**src/rtl/assert_macros.svh**
```systemverilog
// Assertion macros shared by the RTL.
`ifndef ASSERT_MACROS_SVH
`define ASSERT_MACROS_SVH
`ifndef SYNTHESIS
`define ASSERT_RST(lbl, clk, rstn, prop, msg) \
    lbl: assert property (@(posedge clk) disable iff (!(rstn)) prop) else $error(msg);
`define ASSERT_ALWAYS(lbl, clk, prop, msg) \
    lbl: assert property (@(posedge clk) prop) else $error(msg);
`else
`define ASSERT_RST(lbl, clk, rstn, prop, msg)
`define ASSERT_ALWAYS(lbl, clk, prop, msg)
`endif
`endif

```
**src/rtl/dnsp_pkg.sv**
```systemverilog
// Types and constants of the DNS response A-record parser.
package dnsp_pkg;

    localparam int unsigned APB_ADDR_W = 3;
    localparam int unsigned APB_DATA_W = 32;
    localparam logic REG_EXPECTED_ID = 1'b0;

    localparam logic [3:0]  HEADER_LAST    = 4'd11;
    localparam logic [3:0]  POS_ID_LO      = 4'd1;
    localparam logic [3:0]  POS_FLAGS_LO   = 4'd3;
    localparam logic [3:0]  POS_QDCOUNT_LO = 4'd5;
    localparam logic [3:0]  POS_ANCOUNT_LO = 4'd7;
    localparam logic [7:0]  POINTER_MARK   = 8'hC0;
    localparam logic [15:0] QUESTION_TAIL  = 16'd4;
    localparam logic [15:0] RECORD_FIXED   = 16'd10;
    localparam logic [15:0] TYPE_A         = 16'd1;
    localparam logic [15:0] ADDR_BYTES     = 16'd4;
    localparam int unsigned QR_BIT         = 15;

    typedef enum logic [2:0] {
        ST_FOUND    = 3'd0,
        ST_NO_A     = 3'd1,
        ST_SHORT    = 3'd2,
        ST_ID       = 3'd3,
        ST_NOT_RESP = 3'd4
    } status_t;

    typedef enum logic [3:0] {
        PH_HEADER    = 4'd0,
        PH_QLABEL    = 4'd1,
        PH_QSKIP     = 4'd2,
        PH_QTAIL     = 4'd3,
        PH_ALABEL    = 4'd4,
        PH_ASKIPNAME = 4'd5,
        PH_AFIXED    = 4'd6,
        PH_ADATA     = 4'd7,
        PH_ASKIP     = 4'd8,
        PH_DONE      = 4'd9
    } phase_t;

    typedef struct packed {
        logic       last_byte;
        logic [7:0] byte_value;
    } beat_t;

    typedef struct packed {
        logic [31:0] address;
        status_t     status;
    } result_t;

endpackage

```
**src/rtl/dnsp_cfg.sv**
```systemverilog
// APB register block holding the expected transaction id.
module dnsp_cfg
    import dnsp_pkg::*;
(
    input  logic                  aclk,
    input  logic                  aresetn,
    input  logic                  psel,
    input  logic                  penable,
    input  logic                  pwrite,
    input  logic [APB_ADDR_W-1:0] paddr,
    input  logic [APB_DATA_W-1:0] pwdata,
    output logic [APB_DATA_W-1:0] prdata,
    output logic                  pready,
    output logic [15:0]           expected_id
);

    logic [15:0] id_reg;
    logic [15:0] id_next;
    logic        wr_en;
    logic        reg_hit;

    assign pready  = 1'b1;
    assign reg_hit = (paddr[APB_ADDR_W-1] == REG_EXPECTED_ID);
    assign wr_en   = psel && penable && pwrite && pready && reg_hit;
    assign id_next = wr_en ? pwdata[15:0] : id_reg;

    always_ff @(posedge aclk) begin
        if (!aresetn) begin
            id_reg <= 16'd0;
        end else begin
            id_reg <= id_next;
        end
    end

    // paddr[1:0] are byte offsets within the word
    assign prdata      = reg_hit ? {16'd0, id_reg} : '0;
    assign expected_id = id_reg;

endmodule

```
**src/rtl/dnsp_parser.sv**
```systemverilog
// Per-byte DNS response walker: header check, name skipping, A-record capture.
module dnsp_parser
    import dnsp_pkg::*;
(
    input  logic        aclk,
    input  logic        aresetn,
    input  logic        beat_take,
    input  beat_t       beat,
    input  logic [15:0] expected_id,
    output result_t     result
);

    phase_t      phase_reg,   phase_next;
    status_t     verdict_reg, verdict_next;
    logic [3:0]  pos_reg,     pos_next;
    logic [15:0] hdr_reg,     hdr_next;
    logic [15:0] q_left_reg,  q_left_next;
    logic [15:0] a_left_reg,  a_left_next;
    logic [15:0] skip_reg,    skip_next;
    logic [15:0] rtype_reg,   rtype_next;
    logic [15:0] rlen_reg,    rlen_next;
    logic [31:0] addr_reg,    addr_next;

    logic [7:0]  b;
    logic [15:0] hdr_shift;
    logic [15:0] skip_dec;
    logic [15:0] q_dec;
    logic [15:0] a_dec;
    status_t     st;

    assign b         = beat.byte_value;
    assign hdr_shift = {hdr_reg[7:0], b};
    assign skip_dec  = skip_reg - 16'd1;
    assign q_dec     = q_left_reg - 16'd1;
    assign a_dec     = a_left_reg - 16'd1;

    always_ff @(posedge aclk) begin
        if (!aresetn || (beat_take && beat.last_byte)) begin
            phase_reg   <= PH_HEADER;
            verdict_reg <= ST_NO_A;
            pos_reg     <= '0;
            hdr_reg     <= '0;
            q_left_reg  <= '0;
            a_left_reg  <= '0;
            skip_reg    <= '0;
            rtype_reg   <= '0;
            rlen_reg    <= '0;
            addr_reg    <= '0;
        end else if (beat_take) begin
            phase_reg   <= phase_next;
            verdict_reg <= verdict_next;
            pos_reg     <= pos_next;
            hdr_reg     <= hdr_next;
            q_left_reg  <= q_left_next;
            a_left_reg  <= a_left_next;
            skip_reg    <= skip_next;
            rtype_reg   <= rtype_next;
            rlen_reg    <= rlen_next;
            addr_reg    <= addr_next;
        end
    end

    always_comb begin
        phase_next   = phase_reg;
        verdict_next = verdict_reg;
        pos_next     = pos_reg;
        hdr_next     = hdr_reg;
        q_left_next  = q_left_reg;
        a_left_next  = a_left_reg;
        skip_next    = skip_reg;
        rtype_next   = rtype_reg;
        rlen_next    = rlen_reg;
        addr_next    = addr_reg;
        unique case (phase_reg)
            PH_HEADER: begin
                hdr_next = hdr_shift;
                pos_next = pos_reg + 4'd1;
                if (pos_reg == POS_ID_LO && hdr_shift != expected_id) begin
                    verdict_next = ST_ID;
                end else if (pos_reg == POS_FLAGS_LO && verdict_reg == ST_NO_A
                             && !hdr_shift[QR_BIT]) begin
                    verdict_next = ST_NOT_RESP;
                end else if (pos_reg == POS_QDCOUNT_LO) begin
                    q_left_next = hdr_shift;
                end else if (pos_reg == POS_ANCOUNT_LO) begin
                    a_left_next = hdr_shift;
                end else if (pos_reg == HEADER_LAST) begin
                    if (verdict_reg != ST_NO_A) begin
                        phase_next = PH_DONE;
                    end else if (q_left_reg != 16'd0) begin
                        phase_next = PH_QLABEL;
                    end else begin
                        phase_next = (a_left_reg == 16'd0) ? PH_DONE : PH_ALABEL;
                    end
                end
            end
            PH_QLABEL, PH_ALABEL: begin
                if (b == 8'd0) begin
                    phase_next = (phase_reg == PH_QLABEL) ? PH_QTAIL : PH_AFIXED;
                    skip_next  = (phase_reg == PH_QLABEL) ? QUESTION_TAIL : RECORD_FIXED;
                end else if ((b & POINTER_MARK) == POINTER_MARK) begin
                    // pointer: one more byte, then the fixed part
                    phase_next = (phase_reg == PH_QLABEL) ? PH_QTAIL : PH_AFIXED;
                    skip_next  = (phase_reg == PH_QLABEL) ? QUESTION_TAIL + 16'd1
                                                          : RECORD_FIXED + 16'd1;
                end else begin
                    phase_next = (phase_reg == PH_QLABEL) ? PH_QSKIP : PH_ASKIPNAME;
                    skip_next  = {8'd0, b};
                end
            end
            PH_QSKIP, PH_ASKIPNAME: begin
                skip_next = skip_dec;
                if (skip_dec == 16'd0) begin
                    phase_next = (phase_reg == PH_QSKIP) ? PH_QLABEL : PH_ALABEL;
                end
            end
            PH_QTAIL: begin
                skip_next = skip_dec;
                if (skip_dec == 16'd0) begin
                    q_left_next = q_dec;
                    if (q_dec != 16'd0) begin
                        phase_next = PH_QLABEL;
                    end else begin
                        phase_next = (a_left_reg == 16'd0) ? PH_DONE : PH_ALABEL;
                    end
                end
            end
            PH_AFIXED: begin
                // type is fixed bytes 0..1, data length bytes 8..9
                if (skip_reg == RECORD_FIXED || skip_reg == RECORD_FIXED - 16'd1) begin
                    rtype_next = {rtype_reg[7:0], b};
                end else if (skip_reg == 16'd2 || skip_reg == 16'd1) begin
                    rlen_next = {rlen_reg[7:0], b};
                end
                skip_next = skip_dec;
                if (skip_dec == 16'd0) begin
                    if (rtype_next == TYPE_A && rlen_next == ADDR_BYTES) begin
                        phase_next = PH_ADATA;
                        skip_next  = ADDR_BYTES;
                        addr_next  = '0;
                    end else if (rlen_next == 16'd0) begin
                        a_left_next = a_dec;
                        phase_next  = (a_dec == 16'd0) ? PH_DONE : PH_ALABEL;
                    end else begin
                        phase_next = PH_ASKIP;
                        skip_next  = rlen_next;
                    end
                end
            end
            PH_ADATA: begin
                addr_next = {addr_reg[23:0], b};
                skip_next = skip_dec;
                if (skip_dec == 16'd0) begin
                    verdict_next = ST_FOUND;
                    phase_next   = PH_DONE;
                end
            end
            PH_ASKIP: begin
                skip_next = skip_dec;
                if (skip_dec == 16'd0) begin
                    a_left_next = a_dec;
                    phase_next  = (a_dec == 16'd0) ? PH_DONE : PH_ALABEL;
                end
            end
            PH_DONE: begin
            end
            default: begin
            end
        endcase
    end

    assign st             = (phase_next == PH_HEADER) ? ST_SHORT : verdict_next;
    assign result.status  = st;
    assign result.address = (st == ST_FOUND) ? addr_next : 32'd0;

endmodule

```
**src/rtl/dns_response_a_record_parser_core.sv**
```systemverilog
// Top level of the DNS response A-record parser.
// Input stream: one payload byte per beat on s_tdata, s_tlast on the final byte.
// Output stream: one result beat per packet, sent for the beat that carried s_tlast;
//   m_tdata holds the status and the IPv4 address (zero unless status is found).
// Bytes pass an input register, are parsed by combinational logic, and the result
// is held in an output register that drives m_tvalid. One byte is taken per cycle
// while no last byte waits on a full output; the per-packet parse state updates
// once per byte, which sets that rate. expected_id is written over APB at address 0;
// the user must write it only while no packet is in flight; the block does not check.
// A stalled m_tready holds the result; bytes that are not last keep flowing, and
// the last byte of the next packet waits in the input register, so s_tready drops.
// Synchronous reset clears the parse state, both valid flags and expected_id.
`include "assert_macros.svh"
module dns_response_a_record_parser_core
    import dnsp_pkg::*;
(
    input  logic                  aclk,
    input  logic                  aresetn,
    input  logic                  s_tvalid,
    output logic                  s_tready,
    input  logic [7:0]            s_tdata,   // [7:0] byte_value
    input  logic                  s_tlast,   // last_byte
    output logic                  m_tvalid,
    input  logic                  m_tready,
    output logic [39:0]           m_tdata,   // [2:0] status, [34:3] address, zero fill
    input  logic                  psel,
    input  logic                  penable,
    input  logic                  pwrite,
    input  logic [APB_ADDR_W-1:0] paddr,
    input  logic [APB_DATA_W-1:0] pwdata,
    output logic [APB_DATA_W-1:0] prdata,
    output logic                  pready
);

    logic        in_vld_reg, in_vld_next;
    beat_t       in_reg;
    logic        out_vld_reg, out_vld_next;
    result_t     out_reg;
    result_t     parse_res;
    logic        consume;
    logic [15:0] expected_id;

    dnsp_cfg u_cfg (
        .aclk        (aclk),
        .aresetn     (aresetn),
        .psel        (psel),
        .penable     (penable),
        .pwrite      (pwrite),
        .paddr       (paddr),
        .pwdata      (pwdata),
        .prdata      (prdata),
        .pready      (pready),
        .expected_id (expected_id)
    );

    dnsp_parser u_parser (
        .aclk        (aclk),
        .aresetn     (aresetn),
        .beat_take   (consume),
        .beat        (in_reg),
        .expected_id (expected_id),
        .result      (parse_res)
    );

    // a last byte needs a free output slot
    assign consume  = in_vld_reg && (!in_reg.last_byte || !out_vld_reg || m_tready);
    assign s_tready = !in_vld_reg || consume;

    assign in_vld_next  = (s_tvalid && s_tready) ? 1'b1 : (consume ? 1'b0 : in_vld_reg);
    assign out_vld_next = (consume && in_reg.last_byte) ? 1'b1
                        : (m_tready ? 1'b0 : out_vld_reg);

    always_ff @(posedge aclk) begin
        if (!aresetn) begin
            in_vld_reg  <= 1'b0;
            out_vld_reg <= 1'b0;
        end else begin
            in_vld_reg  <= in_vld_next;
            out_vld_reg <= out_vld_next;
        end
    end

    always_ff @(posedge aclk) begin
        if (s_tvalid && s_tready) begin
            in_reg.byte_value <= s_tdata;
            in_reg.last_byte  <= s_tlast;
        end
        if (consume && in_reg.last_byte) begin
            out_reg <= parse_res;
        end
    end

    assign m_tvalid = out_vld_reg;
    assign m_tdata  = {5'd0, out_reg.address, out_reg.status};

    `ASSERT_RST(a_last_gives_result, aclk, aresetn, (consume && in_reg.last_byte) |=> m_tvalid, "last byte gave no result")
    `ASSERT_RST(a_addr_zero, aclk, aresetn, (m_tvalid && out_reg.status != ST_FOUND) |-> (out_reg.address == 32'd0), "address set without a find")
    `ASSERT_RST(a_stall_holds_byte, aclk, aresetn, !s_tready |-> (in_vld_reg && in_reg.last_byte && out_vld_reg), "input stalled without cause")
    `ASSERT_ALWAYS(a_reset_clears_out, aclk, !aresetn |=> !m_tvalid, "result valid after reset")

endmodule

```
**config.mk**
```make
export PLATFORM = sky130hd
export DESIGN_NAME = dns_response_a_record_parser_core
export DESIGN_NICKNAME = d
export VERILOG_FILES = /design/src/rtl/dnsp_pkg.sv /design/src/rtl/dnsp_cfg.sv /design/src/rtl/dnsp_parser.sv /design/src/rtl/dns_response_a_record_parser_core.sv
export VERILOG_INCLUDE_DIRS = /design/src /design/src/rtl
export SDC_FILE = /design/constraint.sdc
export NUM_CORES = 1
export LEC_CHECK = 0
export BUFFER_PORTS_ARGS = -buffer_cell sky130_fd_sc_hd__buf_4
export CAP_MARGIN = 20
export CORE_ASPECT_RATIO = 0.75
export CORE_MARGIN = 3
export CORE_UTILIZATION = 35
export DETAILED_ROUTE_END_ITERATION = 10
export GPL_ROUTABILITY_DRIVEN = 0
export SLEW_MARGIN = 25
export SYNTH_ARGS = -nofsm -noshare
export SYNTH_HDL_FRONTEND = slang
export SYNTH_SLANG_ARGS = --single-unit
```
**constraint.sdc**
```tcl
create_clock -name aclk -period 4 [get_ports aclk]
set_input_delay 0.6 -clock aclk [delete_from_list [all_inputs] [get_ports aclk]]
set_output_delay 0.6 -clock aclk [all_outputs]
set_load 0.1 [all_outputs]
```
# Word-level counts from Yosys, hierarchy flattened

Cells that the tools add are included.

Add/subtract/negate cells: 4
$mul: 0
Div/mod/pow operators: 0
Order comparisons: 0
Equal/unequal tests: 33
Shifts and indexed selects: 0
Multiplexer cells: 63
Bitwise operators: 1
Reduce and logical (&&, ||, !) cells: 44

Operators by type and width:

| cell                    | count |
|---|---|
| $mux W16                | 22 |
| $pmux W16 S3            | 2 |
| $mux W4                 | 21 |
| $logic_not A16 Y1       | 4 |
| $mux W32                | 2 |
| $pmux W32 S2            | 1 |
| $sub A16 B1 Y16 const B | 3 |
| $eq A16 B1 Y1 const B   | 2 |
| $eq A16 B4 Y1 const B   | 2 |
| $pmux W16 S2            | 1 |
| $reduce_bool A16 Y1     | 2 |
| $pmux W4 S7             | 1 |
| $eq A4 B3 Y1 const B    | 6 |
| $mux W3                 | 7 |
| $eq A16 B2 Y1 const B   | 1 |
| $eq A16 B3 Y1 const B   | 1 |
| $ne A16 B16 Y1          | 1 |
| $eq A4 B2 Y1 const B    | 3 |
| $ne A2 B1 Y1 const B    | 6 |
| $logic_and A1 B1 Y1     | 10 |
| $reduce_and A10 Y1      | 1 |
| $eq A4 B1 Y1 const B    | 2 |
| $eq A4 B4 Y1 const B    | 2 |
| $logic_not A4 Y1        | 2 |
| other kinds (19)        | 40 |

Register bits: 193
Latch bits: 0
Bits in writable memories: 0
Bits in read-only memories: 0
Bits of input ports: 51
Output and inout port bits: 75
Logic and storage cells: 162
Memories: 0

# Logic depth before layout (Yosys ltp)

Word-level depth: 13
Gate-level depth with buffers: 16
Gate-level depth less buffers: 11

# Cells and area by module

A second synthesis with hierarchy kept.

Cells, all modules: 1356
Area total of the unflattened synthesis: 11068.1 µm²

By module, submodules not included:

| module                            | times used | cells each | area an instance (µm²) | sequential area each (µm²) |
|---|---|---|---|---|
| dnsp_parser                       | 1          | 1188       | 8680.8                 | 2622.5 |
| dns_response_a_record_parser_core | 1          | 62         | 1480.2                 | 1361.3 |
| dnsp_cfg                          | 1          | 106        | 907.1                  | 320.3 |

# Worst setup path after synthesis

OpenSTA, ideal clock, no wires.

Kind: reg-to-reg
Start: register u_parser.skip_reg[0]
End: register out_reg, in the netlist m_tdata[30], data pin
Library setup time: 0.256 ns
Arrival time: 3.431 ns
Data required time: 3.744 ns
Slack: 0.313 ns
Stages on the path, launching flop included: 15
Path buffers: 3
Period minus slack after synthesis: 3.687 ns
Path through: dfxtp_1 > buf_6 > inv_1 > ha_1 > clkbuf_1 > nor3b_1 > and4_1 > xnor2_1 > nand4_1 > o32a_1 > a2111oi_4 > nand3_2 > o31ai_4 > buf_6 > nor2_2

Longest elaborated chain between the ends: 13
Elaborated cells between the ends (all ways): 33
Classes of those cells: add/sub: 1; eq/ne: 6; mux: 19; reduce/logical: 7

Ends and longest elaborated chain:

| item                                                      | RTL line                                | text |
|---|---|---|
| from (decl)                                               | dnsp_parser.sv:19                       | `logic [15:0] skip_reg, skip_next;` |
| from (signal assigned)                                    | dnsp_parser.sv:56                       | `skip_reg <= skip_next;` |
| $eq A16 B2 Y1 / $eq A16 B1 Y1 (equally long branches)     | dnsp_parser.sv:132                      | `end else if (skip_reg == 16'd2 \|\| skip_reg == 16'd1) begin` |
| $logic_or A1 B1 Y1                                        | dnsp_parser.sv:132                      |  |
| $mux W16                                                  | dnsp_parser.sv:132                      |  |
| $mux W16                                                  | dnsp_parser.sv:130                      | `if (skip_reg == RECORD_FIXED \|\| skip_reg == RECORD_FIXED - 16'd1) begin` |
| $mux W16                                                  | dnsp_parser.sv:74                       | `unique case (phase_reg)` |
| $logic_not A16 Y1 / $eq A16 B3 Y1 (equally long branches) | dnsp_parser.sv:141, dnsp_parser.sv:137  |  |
| $mux W4 / $logic_and A1 B1 Y1 (equally long branches)     | dnsp_parser.sv:141, dnsp_parser.sv:137  |  |
| $mux W4                                                   | dnsp_parser.sv:137                      | `if (rtype_next == TYPE_A && rlen_next == ADDR_BYTES) begin` |
| $mux W4                                                   | dnsp_parser.sv:136                      | `if (skip_dec == 16'd0) begin` |
| $pmux W4 S7                                               | dnsp_parser.sv:74                       |  |
| $logic_not A4 Y1                                          | dnsp_parser.sv:172                      | `assign st = (phase_next == PH_HEADER) ? ST_SHORT : verdict_next;` |
| $mux W3                                                   | dnsp_parser.sv:172                      |  |
| $logic_not A3 Y1                                          | dnsp_parser.sv:174                      | `assign result.address = (st == ST_FOUND) ? addr_next : 32'd0;` |
| to (signal assigned)                                      | dns_response_a_record_parser_core.sv:89 | `out_reg <= parse_res;` |
| to (decl)                                                 | dns_response_a_record_parser_core.sv:38 | `result_t out_reg;` |

Parallel ways exist; a longest one is shown, timed or not. The select of a mux whose other input is x is not followed.
A chain may end at the register's enable or synchronous reset.

# Final worst setup path

Start: register u_parser.skip_reg[0]
End: register out_reg, in the netlist m_tdata[9], data pin

Same word-level chain as after synthesis.

==> metrics.json <==
{
  "run_status": "finished clean",
  "clock-root-buffer": "sky130_fd_sc_hd__clkbuf_16",
  "final_sum_of_negative_setup_slack_ps": 0,
  "synth.top_cells.by_area": "sky130_fd_sc_hd__dfxtp_1 (28%), sky130_fd_sc_hd__edfxtp_1 (12%), sky130_fd_sc_hd__nand2_1 (5.8%)",
  "cts.sink_count": 193,
  "data_required_time_at_the_worst_endpoint_ps": 4210,
  "maximum_number_of_pins_on_one_net_before_global_route_repair": 61,
  "antenna_found_initial": 0,
  "drtPass1Iterations": 5,
  "clkLatencyLatePin_ps": 460,
  "route.detailed.drc": 0,
  "die_height_um": 158.2,
  "vias_in_the_first_global_route": 8941,
  "cp-end-kind": "register",
  "antenna_violating_nets_post_route": 0,
  "fillers": 3054,
  "report.final.slew_viol_count": 0,
  "post_synth_most_frequent_cells": "sky130_fd_sc_hd__nand2_1 (166), sky130_fd_sc_hd__dfxtp_1 (149), sky130_fd_sc_hd__nor2_1 (147)",
  "critPathKind": "reg2reg",
  "initial_utilization_pct": 35.69,
  "core_area_um2": 30280,
  "final_period_minus_worst_setup_slack_ps": 3826,
  "largest_register_ffs": 35,
  "vias_per_cell": 5.552,
  "row_count": 55,
  "post_synth_instance_area_um2": 10810,
  "synth_largest_type_area_fraction_pct": 27.61,
  "via_total_after_detailed_routing": 9804,
  "slew_headroom_pct": 39.10,
  "post-route-util_pct": 40.80,
  "skew_ps": 22.20,
  "nets": 1415,
  "dp_hpwl_mm": 22.23,
  "grt_first_pass_wirelength_mm": 50.22,
  "finalWirelength_mm": 31.97,
  "finish.instance_area_um2": 12350,
  "asr_flop_ratio_synth_pct": 0,
  "antenna_cells_inserted": 0,
  "post_route_clock_period_utilization_pct": 95.65,
  "quantity_of_hold_fixing_buffers_added_after_cts": 0,
  "floorplan.die.width_um": 208.9,
  "synthDominantAreaCellType": "sky130_fd_sc_hd__dfxtp_1",
  "synth_cells": 1325,
  "post_cts_resized": 0,
  "max_slew.worst_pin.slew_ps": 913.6,
  "post_route_cells_drive_above_1_share_pct": 16.09,
  "most_common_cell_in_the_synthesized_netlist": "sky130_fd_sc_hd__nand2_1",
  "htree_num_levels": 4,
  "final-setup-viol-count": 0,
  "grt-ovfl-total": 0,
  "track_usage_pct": 19.00,
  "tritoncts": "done",
  "leakage_power_of_the_design_nw": 4.403,
  "synth_enable_flop_cells": 44,
  "drt_iter0_markers": 921,
  "design.portCount": 126,
  "tritoncts.num_buffers": 17,
  "setup.worst_path.start_class": "register",
  "worstPathMaxFanout": 32,
  "ys_seq_elements": 193,
  "max-vdd-ir-drop_uv": 208.6,
  "cap_viol_max_count": 0,
  "power.density_cell_area_nw_per_um2": 373.6,
  "critPathArrivalTime_ps": 4030,
  "final_hold_viols": 0,
  "postSynthAreaPerCell_um2": 8.155,
  "wl_per_cell_um": 18.10,
  "grt_setup_unrepaired": "false",
  "synth_flop_cell": "sky130_fd_sc_hd__dfxtp_1",
  "cts_setup_buffers": 0,
  "placement.cell_area_um2": 11710,
  "yosys_warnings": 0,
  "clk_pin_slew_ps": 80,
  "fp.dieArea_um2": 33040,
  "achievable-frequency_ghz": 0.2614,
  "path_type_of_the_worst_min_delay_path": "in2reg",
  "numPortBuffers": 85,
  "clock_path_buffers": 2,
  "syn_to_final_growth_pct": 14.33,
  "yosysSeqAreaShare_pct": 39.83,
  "synthDistinctLibCells": 81
}
## power by group
group,switching (mW),internal [mW],leakage (nW)
Combinational,0.475,0.211,2.46
Clock,0.832,1.03,0.308
Sequential,0.0487,2.02,1.64
Total,1.36,3.26,4.40
## final timing paths
path | from | to | slack [ps] | depth (start not counted)
setup / recovery | u_parser.skip_reg[0] | m_tdata[9] | 170 | 10
hold / removal | s_tdata[7] | in_reg[7] | 320 | 1
setup reg to reg | u_parser.skip_reg[0] | m_tdata[9] | 170 | 10
hold reg to reg | u_parser.rtype_reg[13] | u_parser.rtype_reg[13] | 450 | 2
## critical path, cell delays in order (launching register included)
cell	delay [ps]
sky130_fd_sc_hd__dfxtp_1	420
sky130_fd_sc_hd__or4_4	610
sky130_fd_sc_hd__or3_4	430
sky130_fd_sc_hd__xor2_1	260
sky130_fd_sc_hd__nand4_1	260
sky130_fd_sc_hd__o32a_1	470
sky130_fd_sc_hd__a2111oi_4	350
sky130_fd_sc_hd__nand3_2	140
sky130_fd_sc_hd__o31ai_4	280
sky130_fd_sc_hd__buf_12	260
sky130_fd_sc_hd__nor2_1	70
## stage by stage
| step | cells | worst slack (ps) | hold slack [ps] | power [mW] |
|---|---|---|---|---|
| 5_1_grt | 1766 | 39.42 | 292.0 | 4.782 |
| 4_1_cts | 1766 | 202.3 | 291.7 | 4.650 |
| 3_5_place_dp | 1734 | 220.9 | 443.4 | 2.790 |
| 2_1_floorplan | 1345 | 313.3 | 426.6 | 2.633 |
| 6_report | 1766 | 174.2 | 315.1 | 4.616 |
| 3_3_place_gp | 1734 | 269.2 | 436.5 | 2.786 |
## placed cells by master, fill, tap and decap left out, types with 33 or more instances in the layout
cell type                  count
sky130_fd_sc_hd__a22oi_1      72
sky130_fd_sc_hd__nand2_1     166
sky130_fd_sc_hd__nand3_1      33
sky130_fd_sc_hd__edfxtp_1     44
sky130_fd_sc_hd__nor3_1       42
sky130_fd_sc_hd__buf_4       121
sky130_fd_sc_hd__mux2i_1      36
sky130_fd_sc_hd__o21ai_0      58
sky130_fd_sc_hd__a21oi_1     106
sky130_fd_sc_hd__dfxtp_1     149
sky130_fd_sc_hd__nor2_1      146
## metal layers
layer  vias up  GRT usage [%]  wire [um]
met2       355          26.69      13140
met4         0          4.939        474
li1       4755              -          -
met1      4661          28.89      16120
met3        33          4.497       2232
met5         -              0          0
## area by class of cell
type	count	area [um^2]	area share (%)
sequential	193	4304	34.84
timing repair buffer	123	948.4	7.677
multi-input combinational	1006	5918	47.90
clock inverter	13	192.7	1.560
inverter	13	48.80	0.3950
clock buffer	19	442.9	3.585
tap	399	499.2	4.041
## cell families (layout without fill, tap and decap cells)
kind of cell / Yosys count / count (layout) / share of synthesized area (%)
simple gates: 561 / 561 / 25.59
xor+xnor: 32 / 32 / 2.594
mux: 38 / 38 / 3.543
other cells: 2 / 22 / 0.06950
fa+ha+maj: 10 / 10 / 1.158
compound gates: 343 / 343 / 20.80
buf+inv: 146 / 168 / 6.415
flops: 193 / 193 / 39.83
Power figures use the tool's default switching activity.
